### config.mk
export PLATFORM = sky130hd
export DESIGN_NAME = min_priority_queue
export DESIGN_NICKNAME = d
export VERILOG_FILES = /design/src/hdl/mpq_pkg.sv /design/src/hdl/mpq_ram.sv /design/src/hdl/mpq_min_unit.sv /design/src/hdl/min_priority_queue.sv
export SDC_FILE = /design/constraint.sdc
export NUM_CORES = 1
export LEC_CHECK = 0
export BUFFER_PORTS_ARGS = -buffer_cell sky130_fd_sc_hd__clkbuf_2
export CAP_MARGIN = 10
export CORE_MARGIN = 5
export CORE_UTILIZATION = 55
export CTS_BUF_LIST = sky130_fd_sc_hd__clkbuf_16
export DETAILED_ROUTE_END_ITERATION = 8
export PLACE_DENSITY = 0.75
export SLEW_MARGIN = 20
export SYNTH_ARGS = -nofsm -noshare
export SYNTH_HDL_FRONTEND = slang
export SYNTH_SLANG_ARGS = --single-unit
### constraint.sdc
create_clock -name clock -period 5.4 [get_ports clock]
set_clock_uncertainty 0.05 [all_clocks]
set_input_delay 1.08 -clock clock [delete_from_list [all_inputs] [get_ports clock]]
set_output_delay 1.08 -clock clock [all_outputs]
set_load 0.005 [all_outputs]
### src/hdl/mpq_pkg.sv
package mpq_pkg;

   // Store geometry
   localparam int DEPTH   = 8;
   localparam int SLOT_W  = $clog2(DEPTH);
   localparam int COUNT_W = $clog2(DEPTH + 1);

   // Field widths
   localparam int VALUE_W  = 32;
   localparam int REQ_W    = 2;
   localparam int STATUS_W = 2;
   localparam int HELD_W   = 4;
   localparam int CAP_W    = 4;
   localparam int CSR_AW   = 3;
   localparam int CSR_DW   = 32;

   // Width used to compare the count against the capacity
   localparam int CMP_W = (COUNT_W > CAP_W) ? COUNT_W : CAP_W;

   localparam logic [CAP_W-1:0] CAP_RESET = CAP_W'(8);

   // Request codes
   localparam logic [REQ_W-1:0] REQ_INSERT = 2'd0;
   localparam logic [REQ_W-1:0] REQ_REMOVE = 2'd1;
   localparam logic [REQ_W-1:0] REQ_PEEK   = 2'd2;

   // Status codes
   localparam logic [STATUS_W-1:0] STATUS_OK    = 2'd0;
   localparam logic [STATUS_W-1:0] STATUS_FULL  = 2'd1;
   localparam logic [STATUS_W-1:0] STATUS_EMPTY = 2'd2;

   // Register indexes (word address)
   localparam logic REG_CAPACITY = 1'b0;

   // Sequencer states
   typedef enum logic [4:0] {
      ST_IDLE = 5'b00001,
      ST_INS  = 5'b00010,
      ST_SCAN = 5'b00100,
      ST_WAIT = 5'b01000,
      ST_FIN  = 5'b10000
   } state_type;

   // Control into the compare unit
   typedef struct packed {
      logic              clear;
      logic              valid;
      logic              held;
      logic [SLOT_W-1:0] slot;
   } cmp_ctl_type;

   // Running minimum out of the compare unit
   typedef struct packed {
      logic               found;
      logic [SLOT_W-1:0]  slot;
      logic [VALUE_W-1:0] value;
   } min_type;

   typedef struct packed {
      logic              found;
      logic [SLOT_W-1:0] slot;
   } free_type;

   // Lowest clear bit of the occupancy mask
   function automatic free_type first_free(input logic [DEPTH-1:0] mask);
      free_type res;
      res.found = 1'b0;
      res.slot  = '0;
      for (int i = DEPTH - 1; i >= 0; i--) begin
         if (!mask[i]) begin
            res.found = 1'b1;
            res.slot  = SLOT_W'(i);
         end
      end
      return res;
   endfunction

endpackage

### src/hdl/mpq_ram.sv
module mpq_ram #(
   parameter int WIDTH = 32,
   parameter int DEPTH = 8
) (
   input  logic                     clock,
   input  logic                     wr_en,
   input  logic [$clog2(DEPTH)-1:0] wr_addr,
   input  logic [WIDTH-1:0]         wr_data,
   input  logic [$clog2(DEPTH)-1:0] rd_addr,
   output logic [WIDTH-1:0]         rd_data
);

   logic [WIDTH-1:0] mem [DEPTH];
   logic [WIDTH-1:0] rd_data_ff;

   // Write port and registered read port
   always_ff @(posedge clock) begin
      if (wr_en) begin
         mem[wr_addr] <= wr_data;
      end
      rd_data_ff <= mem[rd_addr];
   end

   assign rd_data = rd_data_ff;

endmodule

### src/hdl/mpq_min_unit.sv
module mpq_min_unit (
   input  logic                         clock,
   input  logic                         reset,
   input  mpq_pkg::cmp_ctl_type         ctl,
   input  logic [mpq_pkg::VALUE_W-1:0]  data,
   output mpq_pkg::min_type             best
);

   logic                        found_ff, found_in;
   logic [mpq_pkg::SLOT_W-1:0]  slot_ff, slot_in;
   logic [mpq_pkg::VALUE_W-1:0] value_ff, value_in;
   logic                        take;

   // Strict less-than keeps the lowest slot among equal minima
   assign take = ctl.valid && ctl.held &&
                 (!found_ff || ($signed(data) < $signed(value_ff)));

   always_comb begin
      found_in = found_ff;
      slot_in  = slot_ff;
      value_in = value_ff;
      if (ctl.clear) begin
         found_in = 1'b0;
      end else if (take) begin
         found_in = 1'b1;
         slot_in  = ctl.slot;
         value_in = data;
      end
   end

   always_ff @(posedge clock) begin
      if (reset) begin
         found_ff <= 1'b0;
      end else begin
         found_ff <= found_in;
      end
      slot_ff  <= slot_in;
      value_ff <= value_in;
   end

   assign best.found = found_ff;
   assign best.slot  = slot_ff;
   assign best.value = value_ff;

endmodule

### src/hdl/min_priority_queue.sv
// Bounded min-priority queue of signed 32-bit values, each value its own priority.
// A request is taken when start is high and busy is low; its result shows on the
// rsp_ ports for one cycle with rsp_strobe, and the receiver cannot stall it, so it
// must take every strobe. Busy stays high from acceptance until the result is
// registered, so the next request is taken no earlier than the cycle the result
// shows. Insert passes through ST_INS; remove and peek scan every slot in ST_SCAN
// and finish in ST_WAIT and ST_FIN, because one comparator walks the entry RAM's
// single read port one slot per cycle. An unknown request code answers on the
// next cycle with no busy time. capacity_limit (APB, address 0) may only be
// written while no request is in flight.
module min_priority_queue (
   input  logic                           clock,
   input  logic                           reset,
   // request channel
   input  logic                           start,
   output logic                           busy,
   input  logic [mpq_pkg::REQ_W-1:0]      req_type,
   input  logic [mpq_pkg::VALUE_W-1:0]    req_item_value,
   // result channel
   output logic                           rsp_strobe,
   output logic [mpq_pkg::VALUE_W-1:0]    rsp_result_value,
   output logic [mpq_pkg::STATUS_W-1:0]   rsp_status,
   output logic [mpq_pkg::HELD_W-1:0]     rsp_held_count,
   // configuration
   input  logic                           psel,
   input  logic                           penable,
   input  logic                           pwrite,
   input  logic [mpq_pkg::CSR_AW-1:0]     paddr,
   input  logic [mpq_pkg::CSR_DW-1:0]     pwdata,
   output logic [mpq_pkg::CSR_DW-1:0]     prdata,
   output logic                           pready
);

   mpq_pkg::state_type             state_ff, state_in;
   logic [mpq_pkg::REQ_W-1:0]      op_ff, op_in;
   logic [mpq_pkg::VALUE_W-1:0]    item_ff, item_in;
   logic [mpq_pkg::SLOT_W-1:0]     scan_idx_ff, scan_idx_in;
   logic                           rd_valid_ff, rd_valid_in;
   logic [mpq_pkg::SLOT_W-1:0]     rd_slot_ff, rd_slot_in;
   logic [mpq_pkg::DEPTH-1:0]      occ_ff, occ_in;
   logic [mpq_pkg::COUNT_W-1:0]    count_ff, count_in;
   logic [mpq_pkg::CAP_W-1:0]      cap_ff, cap_in;

   logic                           rsp_valid_ff, rsp_valid_in;
   logic [mpq_pkg::VALUE_W-1:0]    rsp_value_ff, rsp_value_in;
   logic [mpq_pkg::STATUS_W-1:0]   rsp_status_ff, rsp_status_in;
   logic [mpq_pkg::COUNT_W-1:0]    rsp_count_ff, rsp_count_in;

   logic                           accept;
   logic                           csr_wr;
   logic                           at_cap;
   logic                           ram_we;
   logic [mpq_pkg::VALUE_W-1:0]    ram_rd_data;
   mpq_pkg::free_type              free_slot;
   mpq_pkg::cmp_ctl_type           cmp_ctl;
   mpq_pkg::min_type               best;

   assign accept = start && !busy;
   assign busy   = (state_ff != mpq_pkg::ST_IDLE);

   // Configuration port
   assign pready = 1'b1;
   assign csr_wr = psel && penable && pwrite && pready;
   assign cap_in = (csr_wr && (paddr[2] == mpq_pkg::REG_CAPACITY))
                   ? pwdata[mpq_pkg::CAP_W-1:0] : cap_ff;
   assign prdata = (paddr[2] == mpq_pkg::REG_CAPACITY)
                   ? mpq_pkg::CSR_DW'(cap_ff) : '0;

   // Full when count reaches the capacity or the store depth
   assign at_cap = (mpq_pkg::CMP_W'(count_ff) >= mpq_pkg::CMP_W'(cap_ff)) ||
                   (mpq_pkg::CMP_W'(count_ff) >= mpq_pkg::CMP_W'(mpq_pkg::DEPTH));
   assign free_slot = mpq_pkg::first_free(occ_ff);

   // Entry store
   assign ram_we = (state_ff == mpq_pkg::ST_INS) && !at_cap && free_slot.found;

   mpq_ram #(
      .WIDTH (mpq_pkg::VALUE_W),
      .DEPTH (mpq_pkg::DEPTH)
   ) u_ram (
      .clock   (clock),
      .wr_en   (ram_we),
      .wr_addr (free_slot.slot),
      .wr_data (item_ff),
      .rd_addr (scan_idx_ff),
      .rd_data (ram_rd_data)
   );

   // Shared comparator
   assign cmp_ctl.clear = accept;
   assign cmp_ctl.valid = rd_valid_ff;
   assign cmp_ctl.held  = occ_ff[rd_slot_ff];
   assign cmp_ctl.slot  = rd_slot_ff;

   mpq_min_unit u_min (
      .clock (clock),
      .reset (reset),
      .ctl   (cmp_ctl),
      .data  (ram_rd_data),
      .best  (best)
   );

   // Sequencer
   always_comb begin
      state_in      = state_ff;
      op_in         = op_ff;
      item_in       = item_ff;
      scan_idx_in   = scan_idx_ff;
      rd_valid_in   = 1'b0;
      rd_slot_in    = scan_idx_ff;
      occ_in        = occ_ff;
      count_in      = count_ff;
      rsp_valid_in  = 1'b0;
      rsp_value_in  = rsp_value_ff;
      rsp_status_in = rsp_status_ff;
      rsp_count_in  = rsp_count_ff;
      case (state_ff)
         mpq_pkg::ST_IDLE: begin
            if (accept) begin
               op_in       = req_type;
               item_in     = req_item_value;
               scan_idx_in = '0;
               if (req_type == mpq_pkg::REQ_INSERT) begin
                  state_in = mpq_pkg::ST_INS;
               end else if (req_type == mpq_pkg::REQ_REMOVE ||
                            req_type == mpq_pkg::REQ_PEEK) begin
                  state_in = mpq_pkg::ST_SCAN;
               end else begin
                  // unknown code: answer at once, nothing changes
                  rsp_valid_in  = 1'b1;
                  rsp_value_in  = '0;
                  rsp_status_in = mpq_pkg::STATUS_OK;
                  rsp_count_in  = count_ff;
               end
            end
         end
         mpq_pkg::ST_INS: begin
            rsp_valid_in = 1'b1;
            rsp_value_in = '0;
            if (ram_we) begin
               occ_in[free_slot.slot] = 1'b1;
               count_in      = count_ff + mpq_pkg::COUNT_W'(1);
               rsp_status_in = mpq_pkg::STATUS_OK;
               rsp_count_in  = count_ff + mpq_pkg::COUNT_W'(1);
            end else begin
               rsp_status_in = mpq_pkg::STATUS_FULL;
               rsp_count_in  = count_ff;
            end
            state_in = mpq_pkg::ST_IDLE;
         end
         mpq_pkg::ST_SCAN: begin
            // one read address per cycle, data compared in the following cycle
            rd_valid_in = 1'b1;
            if (scan_idx_ff == mpq_pkg::SLOT_W'(mpq_pkg::DEPTH - 1)) begin
               state_in = mpq_pkg::ST_WAIT;
            end else begin
               scan_idx_in = scan_idx_ff + mpq_pkg::SLOT_W'(1);
            end
         end
         mpq_pkg::ST_WAIT: begin
            state_in = mpq_pkg::ST_FIN;
         end
         mpq_pkg::ST_FIN: begin
            rsp_valid_in = 1'b1;
            if (best.found) begin
               rsp_value_in  = best.value;
               rsp_status_in = mpq_pkg::STATUS_OK;
               if (op_ff == mpq_pkg::REQ_REMOVE) begin
                  occ_in[best.slot] = 1'b0;
                  count_in     = count_ff - mpq_pkg::COUNT_W'(1);
                  rsp_count_in = count_ff - mpq_pkg::COUNT_W'(1);
               end else begin
                  rsp_count_in = count_ff;
               end
            end else begin
               rsp_value_in  = '0;
               rsp_status_in = mpq_pkg::STATUS_EMPTY;
               rsp_count_in  = count_ff;
            end
            state_in = mpq_pkg::ST_IDLE;
         end
         default: begin
            state_in = mpq_pkg::ST_IDLE;
         end
      endcase
   end

   always_ff @(posedge clock) begin
      if (reset) begin
         state_ff     <= mpq_pkg::ST_IDLE;
         rd_valid_ff  <= 1'b0;
         occ_ff       <= '0;
         count_ff     <= '0;
         cap_ff       <= mpq_pkg::CAP_RESET;
         rsp_valid_ff <= 1'b0;
      end else begin
         state_ff     <= state_in;
         rd_valid_ff  <= rd_valid_in;
         occ_ff       <= occ_in;
         count_ff     <= count_in;
         cap_ff       <= cap_in;
         rsp_valid_ff <= rsp_valid_in;
      end
      op_ff         <= op_in;
      item_ff       <= item_in;
      scan_idx_ff   <= scan_idx_in;
      rd_slot_ff    <= rd_slot_in;
      rsp_value_ff  <= rsp_value_in;
      rsp_status_ff <= rsp_status_in;
      rsp_count_ff  <= rsp_count_in;
   end

   // Result ports
   assign rsp_strobe       = rsp_valid_ff;
   assign rsp_result_value = rsp_value_ff;
   assign rsp_status       = rsp_status_ff;
   assign rsp_held_count   = mpq_pkg::HELD_W'(rsp_count_ff);

   // Count tracks the occupancy mask
   a_count_matches_mask: assert property (@(posedge clock) disable iff (reset)
      $countones(occ_ff) == 32'(count_ff))
      else $error("entry count differs from occupancy mask");

   // A result never appears while a request is still being worked
   a_strobe_not_busy: assert property (@(posedge clock) disable iff (reset)
      rsp_strobe |-> !busy)
      else $error("result strobe while busy");

   // Empty only when nothing is held
   a_empty_count: assert property (@(posedge clock) disable iff (reset)
      (rsp_strobe && rsp_status == mpq_pkg::STATUS_EMPTY) |-> (rsp_held_count == '0))
      else $error("empty status with entries held");

   // Insert answers by way of the ST_INS state after acceptance
   a_insert_latency: assert property (@(posedge clock) disable iff (reset)
      (accept && req_type == mpq_pkg::REQ_INSERT) |=> ##1 rsp_strobe)
      else $error("insert result missing");

   // Store write only on an insert with room
   a_write_has_room: assert property (@(posedge clock) disable iff (reset)
      ram_we |-> (count_ff < mpq_pkg::COUNT_W'(mpq_pkg::DEPTH)))
      else $error("write into a full store");

endmodule

== Word-level counts from Yosys, hierarchy flattened ==
Memories as Yosys holds them, arrays and structs flattened. A register that Yosys moved wholly into a read port is not among the register bits.
Cells that the tools add are included.

* Reductions and logical operators: 28
* Muxes and demuxes: 53
* Add/subtract/negate cells: 3
* Bitwise gates (word level): 5
* Equality and inequality tests: 19
* Magnitude comparators: 8

{| class="wikitable"
|+ Operators by type and width
! kind !! number
|-
| 32-bit two-way mux || 4
|-
| 32-bit case mux with 3 select lines || 1
|-
| 4-bit two-way mux || 15
|-
| 32-bit < comparator || 1
|-
| 8-bit two-way mux || 3
|-
| 5-bit two-way mux || 4
|-
| 8-bit case mux with 2 select lines || 1
|-
| 5-bit case mux with 3 select lines || 1
|-
| 2-bit inequality test, second input constant || 7
|-
| 3-bit by 4-bit < comparator with 1-bit output, second input constant || 3
|-
| 4-bit case mux with 3 select lines || 1
|-
| 1-bit logical AND || 10
|-
| 1-bit two-way mux || 10
|-
| 8-bit AND || 1
|-
| 2-bit two-way mux || 4
|-
| 8-bit NOT || 1
|-
| 8-bit bitwise OR || 1
|-
| 4-bit case mux with 2 select lines || 1
|-
| 4-bit AND reduction || 2
|-
| 1-bit demux with 3-bit select || 2
|-
| 3-bit by 1-bit greater-or-equal comparator with 1-bit output, second input constant || 2
|-
| 3-bit two-way mux || 2
|-
| 2-bit case mux with 3 select lines || 1
|-
| 3-bit case mux with 2 select lines || 1
|-
| 27 further kinds || 37
|}

* Memories: 1
* Word-level logic and storage cells: 133
* Output and inout bits: 73
* Input port bits: 75
* Bits in registers: 137
* Memory bits (writable): 256

{| class="wikitable"
|+ Memory list
! name !! depth !! bits a word !! rd ports !! clocked after memory_dff !! write ports !! RTL line !! source
|-
| u_ram.mem || 8 || 32 || 1 || 1 || 1 || mpq_ram.sv:13 || <nowiki>logic [WIDTH-1:0] mem [DEPTH];</nowiki>
|}

== Longest topological paths before layout ==
Gate-level depths: netlist of the first run.

* Depth in word-level cells: 15
* Mapped depth: 8
* Mapped depth without buffers: 8

== By module ==
Synthesis of the first run repeated with hierarchy kept, for this count alone.

* Cell total of the unflattened synthesis: 891
* Area, all modules: 16585.9 um2

{| class="wikitable"
|+ Modules (own cells, without submodules)
! module !! instances !! area each (um2) !! seq. area each (um2) !! cells an instance
|-
| mpq_ram || 1 || 10466.3 || 8328.0 || 415
|-
| min_priority_queue || 1 || 4229.1 || 2772.7 || 322
|-
| mpq_min_unit || 1 || 1890.6 || 1071.0 || 154
|}

== Worst setup path before layout of the first run ==
OpenSTA, ideal clock, no wires.

* Kind: input-to-reg
* Start: input start
* End: register u_min.slot_ff[0] in the netlist's numbering (enable)
* Data required time: 4.879 ns
* Cell stages on the path: 4
* Path buffers: 0
* Path slack: 0.436 ns
* Setup time: 0.471 ns
* Arrival: 4.443 ns
* Path through: nand2_1 -> inv_1 -> a311o_1 -> nor3_1

* Longest elaborated chain between the ends: 3

{| class="wikitable"
|+ RTL lines
! element !! RTL line !! source
|-
| start: declaration || min_priority_queue.sv:15 || <nowiki>input logic start,</nowiki>
|-
| 1-bit logical AND || min_priority_queue.sv:58 || <nowiki>assign accept = start && !busy;</nowiki>
|-
| 1-bit NOT (no line) || -- ||
|-
| 2-bit AND reduction (no line) || -- ||
|-
| end signal: assignment || mpq_min_unit.sv:37 || <nowiki>slot_ff <= slot_in;</nowiki>
|-
| end: declaration || mpq_min_unit.sv:10 || <nowiki>logic [mpq_pkg::SLOT_W-1:0] slot_ff, slot_in;</nowiki>
|}

Every way passes these cells.
A chain may end at the register's enable or synchronous reset.

== Worst setup path in the final report of the first run ==
* Start: register count_ff[0] in the netlist's numbering
* End: memory u_ram.mem[2][30] (enable)

* Longest elaborated chain between the ends: 7
* Elaborated cells on any way between the ends: 8
* Those cells by class: 2 x order compare; 2 x mux; 4 x reduce/logical

{| class="wikitable"
|+ RTL lines
! element !! RTL line !! source
|-
| start: declaration || min_priority_queue.sv:41 || <nowiki>logic [mpq_pkg::COUNT_W-1:0] count_ff, count_in;</nowiki>
|-
| start signal: assignment || min_priority_queue.sv:200 || <nowiki>count_ff <= count_in;</nowiki>
|-
| 4-bit greater-or-equal comparator, on equally long branches || min_priority_queue.sv:70, min_priority_queue.sv:71 ||
|-
| 1-bit logical OR (*) || min_priority_queue.sv:70 || <nowiki>assign at_cap = (mpq_pkg::CMP_W'(count_ff) >= mpq_pkg::CMP_W'(cap_ff)) ||</nowiki>
|-
| 1-bit logical NOT (*) || min_priority_queue.sv:75 || <nowiki>assign ram_we = (state_ff == mpq_pkg::ST_INS) && !at_cap && free_slot.found;</nowiki>
|-
| 1-bit logical AND (*) (2 in series) || min_priority_queue.sv:75 ||
|-
| 1-bit two-way mux (*) || mpq_ram.sv:18 || <nowiki>if (wr_en) begin</nowiki>
|-
| 1-bit two-way mux (not written as such) (*) || mpq_ram.sv:19 || <nowiki>mem[wr_addr] <= wr_data;</nowiki>
|-
| end: declaration || mpq_ram.sv:13 ||
|}

Mark *: on every way between the ends. The rest lies on a longest branch, timed or not.

==> metrics, run 1 <==
Clock Sinks 425; vias per std cell 5.55; Max Used Layer met4; Layout area overhead 13.2%; final count of pins violating max slew 0; first-pass GRT wire length 46.5 mm; CTS tree built; violation count after the first detailed-route iteration 463; DR vias 7,902; layout cell share with drive strength beyond 1 25.7%; post-route DRC violation count 0; Critical Path AT 3.32 ns; worst hold path type register to register; core area 0.0294 sq mm; # H-tree levels 2; WL per Instance 21.1 um; worst-margin pin slew 1.03 ns; Startpoint Class register; GPL Wtd Cong 0.807; initial antenna violation count 0; later-pin clock latency in the skew report 0.54 ns; post-route cell area 0.0184 sq mm; Final #Nets 1,115; Leak 6.52 nW; drt first pass iters 5; Routed Antenna Nets 0; I/O Buffers 88; PD cells 441 mW/mm^2; Max Root-Sink Buffers 3; synth warn 0; Starting Density 55.4%; final core utilization 62.7%; internal reg-to-reg setup slack 2.18 ns; Setup Slack @ Placement 2.15 ns; crit path max fanout 32; final WL 30.0 mm; via count of the first global-routing pass 8,140; root buf cell clkbuf_16; n_diodes 0; unrepaired setup endpoints after global routing false; met3 routed WL 1.73 mm; asr flop ratio synth 0%; Setup Viol. Count Final 0; WS Path Type register to register; DP Area 0.0171 sq mm; Overflow after GRT 0; Rows 63; sequential fraction of the synthesis area 74.8%; Post-Syn Instances 880; largest net degree at the start of global routing 67; sum of negative setup slack 0 ns; status finished clean; detailed placement HPWL 16.6 mm; Post-CTS Setup Bufs 0; Die Width 182 um; CP endpoint kind register; total track usage 18.1%; maximum VDD drop 0.231 mV; final worst setup slack 2.18 ns; mapped cell area 0.0163 sq mm; Main synth FF type edfxtp_1; CTS Buf Count 44; Total Power Consumption 8.13 mW; Post-Layout Cell Count 1,425; DIE AREA 0.0331 sq mm; Synth Area per Inst 18.5 sq um; critical path required time 5.50 ns; Period minus WS final 3.22 ns; CTS resizes 0; met2 wire len 15.0 mm; Final Hold Fails 0; EDFF count, synth 366; post-placement cell count 1,343; Netlist cell types 54; Min Hold Slack 0.389 ns; MaxCap Viol Count 0; Max Clock Freq 311 MHz; Final period util 59.6%; Yosys reg bits 425; CTS Hold Bufs 0; Die Ht 182 um; met1 wire length 12.7 mm; Slew headroom 29.8%; clock transition at the registers of the reported paths 0.06 ns; IO Pins 148
[registers in the layout (all words and copies together), names as in the netlist]
register	flops
item_ff	32
rd_slot_in	3
count_ff	4
u_min.slot_ff	3
u_min.value_ff	32
rd_valid_ff	1
u_ram.mem	256
u_min.found_ff	1
cap_ff	4
state_ff	5
occ_ff	8
rsp_status	2
rsp_strobe	1
rd_slot_ff	3
rsp_result_value	32
rsp_held_count	4
u_ram.rd_data	32
op_ff	2
[cells in the final DEF (no fill, tap or decap), types with 3 or more instances in the layout]
cell type,n
clkinv_1,9
a211oi_1,6
nand4_1,6
nand2b_1,4
conb_1,29
dfxtp_1,59
o21a_1,5
nor3_1,43
mux2_2,34
ha_1,41
mux2i_1,4
o21ai_0,11
and2_1,4
edfxtp_1,366
inv_1,73
clkbuf_16,45
nor2_1,21
clkbuf_2,88
and3_1,3
nand3b_1,3
clkinv_2,3
nand3_1,6
a21oi_1,23
nand2_1,26
mux4_2,66
buf_4,15
[final cells by class]
| type | count | area, sq um |
|---|---|---|
| Fill cell | 2041 | 11000 |
| Clock buffer | 45 | 1130 |
| Tap cell | 390 | 488 |
| Timing Repair Buffer | 103 | 553 |
| Clock inverter | 37 | 184 |
| Multi-Input combinational cell | 371 | 3700 |
| Sequential cell | 425 | 12200 |
| Inverter | 54 | 203 |
[cell usage after synthesis (all sizes together), types with 2 or more instances]
master     n  area share [%]
a2111oi    3            0.28
a211oi     8            0.43
a21o       2           0.092
a21oi     23            0.71
and2       4            0.15
and3       3            0.12
and3b      2            0.11
buf       38             1.6
clkbuf    19            0.44
conb       2           0.046
dfxtp     59             7.3
edfxtp   366              67
ha        41             3.2
inv       54             1.2
mux2      34             2.4
mux2i      4            0.25
mux4      66             9.1
nand2     26            0.60
nand2b     5            0.21
nand3      6            0.18
nand3b     3            0.14
nand4      6            0.23
nor2      21            0.48
nor2b      2           0.077
nor3      44             1.4
o211ai     2           0.092
o21a       5            0.23
o21ai     12            0.37
or3        2           0.077
or4        2            0.12
xnor2      2            0.11
[where the power goes]
group          switching [mW]  internal [mW]  leakage, nW
clock network            1.17           1.55        0.720
registers               0.195           3.94         3.81
logic                   0.640          0.630         2.00
[critical path: stages, from the launching register on]
cell,delay (ns)
dfxtp_1,0.42
inv_1,0.09
ha_1,0.29
nand2b_1,0.14
a21o_1,0.17
a21o_1,0.24
a2111oi_4,0.53
nand2_1,0.15
inv_2,0.71
[kinds of logic after synthesis]
kind of cell               synth area share [%]
xor gates and xnor gates                  0.108
DFF                                        74.8
and+or+nand+nor                            4.13
AOI/OAI and AO/OA                          2.78
muxes                                      11.7
adders and majority gates                  3.15
other                                    0.0461
buffers and inverters                      3.31
[final timing paths]
check | cells after the start | startpoint | end
max reg2reg | 8 | count_ff[0]$_SDFFE_PP0N_ | u_ram.mem[2][30]$_DFFE_PP_
min | 0 | u_ram.rd_data[2]$_DFF_P_ | u_min.value_ff[2]$_DFFE_PP_
min reg2reg | 0 | u_ram.rd_data[2]$_DFF_P_ | u_min.value_ff[2]$_DFFE_PP_
max | 8 | count_ff[0]$_SDFFE_PP0N_ | u_ram.mem[2][30]$_DFFE_PP_
[layer usage]
metal / vias up / global-route usage, %
met5: - / 0
met1: 4001 / 24.8
li1: 3620 / -
met2: 236 / 30.3
met4: 0 / 5.10
met3: 45 / 3.49
Power figures use the tool's default switching activity.
==> inputs of run 2 (changes only) <==
- clock period: 5.4 -> 3.18 ns (I/O delays scaled with it)
==> run 2 against run 1 <==
Against the previous run: cell area rose by 1.4%; final cell count rose by 0.21%; combinational power increased by 73%; via count rose by 0.16%; sequential power up 70%; highest routed layer unchanged.
==> metrics, run 2 (synthesis gave the netlist of run 1 again) <==
maximum VDD drop 0.418 mV; hold path depth 1; Min Hold Slack 0.221 ns; crit path max fanout 23; Clk pwr share 35.0%; # H-tree levels 2; DR vias 7,915; DIE AREA 0.0331 sq mm; DP Area 0.0173 sq mm; PD cells 760 mW/mm^2; core area 0.0294 sq mm; CTS Hold Bufs 0; Routed Antenna Nets 0; CP endpoint kind register; Filler cells 2,014; switching portion of total power 24.3%; Leak 6.57 nW; largest register by flop count u_ram.mem; critical path required time 3.31 ns; CTS tree built; Final #Nets 1,119; WL per Instance 20.8 um; CTS resizes 0; Starting Density 55.4%; later-pin clock latency in the skew report 0.54 ns; sum of negative setup slack 0 ns; Final period util 91.5%; R2R cell count 9; Comb power frac 15.5%; I/O Buffers 88; Setup Slack @ Placement 0.268 ns; Max Root-Sink Buffers 3; final worst setup slack 0.269 ns; clock transition at the registers of the reported paths 0.06 ns; Die Width 182 um; first-pass GRT wire length 46.7 mm; final WL 29.7 mm; Rows 63; violation count after the first detailed-route iteration 485; Largest register FFs 256; Die Ht 182 um; root buf cell clkbuf_16; final count of pins violating max slew 0; post-route cell area 0.0187 sq mm; sw power 3.45 mW; worst r2r src u_min.value_ff[21]$_DFFE_PP_; Final Hold Fails 0; Setup Viol. Count Final 0; Post-CTS Setup Bufs 0; Slew headroom 53.6%; Layout area overhead 14.8%; Max Clock Freq 344 MHz; largest net degree at the start of global routing 67; Period minus WS final 2.91 ns; Int Pwr 10.8 mW; R2R Path End u_min.value_ff[23]$_DFFE_PP_; worst hold path type input pin to register; drt first pass iters 4; internal reg-to-reg setup slack 0.27 ns; IO Pins 148; hold_sp req_item_value[9]; MaxCap Viol Count 0; power share of the sequential group 49.4%; CTS Buf Count 43; GPL Wtd Cong 0.815; unrepaired setup endpoints after global routing false; Startpoint Class register; Hold Path Sink item_ff[9]$_DFFE_PP_; initial antenna violation count 0; Post-Layout Cell Count 1,428; layout cell share with drive strength beyond 1 27.3%; Critical Path AT 3.05 ns; commonest non-fill, non-tap cell in the layout edfxtp_1; total track usage 18.2%; status finished clean; worst-margin pin slew 0.678 ns; via count of the first global-routing pass 8,402; vias per std cell 5.54; n_diodes 0; Overflow after GRT 0; post-route DRC violation count 0; most frequent cells in the layout 366 x edfxtp_1, 88 x clkbuf_2, 66 x mux4_2, 59 x dfxtp_1, 56 x inv_1; post-placement cell count 1,348; Clock Sinks 425; WS Path Type register to register; detailed placement HPWL 16.9 mm
[run 2: changes by cell type in the layout (fill, tap and decap cells not counted), sizes merged]
cell | before | now
buf | 15 | 20
clkbuf | 133 | 131
clkinv | 13 | 22
bufinv | 1 | 6
inv | 77 | 62
clkinvlp | 0 | 1
[run 2: per-layer routing]
layer	routed length, um	GRT usage, %
met5	0	0
met4	613	5.07
met3	1900	3.57
met2	14700	30.4
met1	12600	25.0
[run 2: worst max-delay path, stage by stage (launching register included)]
cell	delay (ns)
edfxtp_1	0.36
inv_1	0.10
ha_1	0.25
a21oi_1	0.17
o21ai_0	0.13
a221oi_1	0.28
o211ai_1	0.21
a311o_1	0.44
nor3_4	0.21
buf_4	0.38
[run 2: layout make-up]
cell class	count	area, sq um	area share (%)
multi-input combinational	371	3710	19.8
sequential	425	12200	65.1
clock buffer	43	1080	5.76
timing repair buffer	108	703	3.76
tap	390	488	2.61
clock inverter	37	337	1.80
inverter	54	203	1.08
[run 2: worst max path at each step]
stage,to,from,slack [ns],cells after the start
after floorplan,u_min.slot_ff[0]$_DFFE_PP_,state_ff[2]$_SDFFE_PP0P_,0.03,7
after global placement,u_ram.mem[4][25]$_DFFE_PP_,count_ff[0]$_SDFFE_PP0N_,0.38,9
after detailed placement,u_min.value_ff[19]$_DFFE_PP_,u_min.value_ff[31]$_DFFE_PP_,0.27,9
after CTS,u_min.value_ff[15]$_DFFE_PP_,u_min.value_ff[31]$_DFFE_PP_,0.24,9
after global routing,u_min.value_ff[20]$_DFFE_PP_,u_min.value_ff[31]$_DFFE_PP_,0.09,9
final,u_min.value_ff[23]$_DFFE_PP_,u_min.value_ff[21]$_DFFE_PP_,0.27,9
[run 2: metrics by stage]
step	utilization, %	power (mW)
final	63.6	14.2
after global routing	63.6	14.8
after CTS	63.6	14.4
after detailed placement	58.7	9.36
after global placement	58.7	9.29
after floorplan	-	8.71
[run 2: power by group through the flow]
stage / sequential (mW) / combinational [mW] / clock [mW]
after global placement: 7.11 / 2.18 / 0
after global routing: 7.08 / 2.44 / 5.32
after detailed placement: 7.14 / 2.22 / 0
final: 7.03 / 2.20 / 4.98
after CTS: 7.03 / 2.25 / 5.08
after floorplan: 7.02 / 1.69 / 0
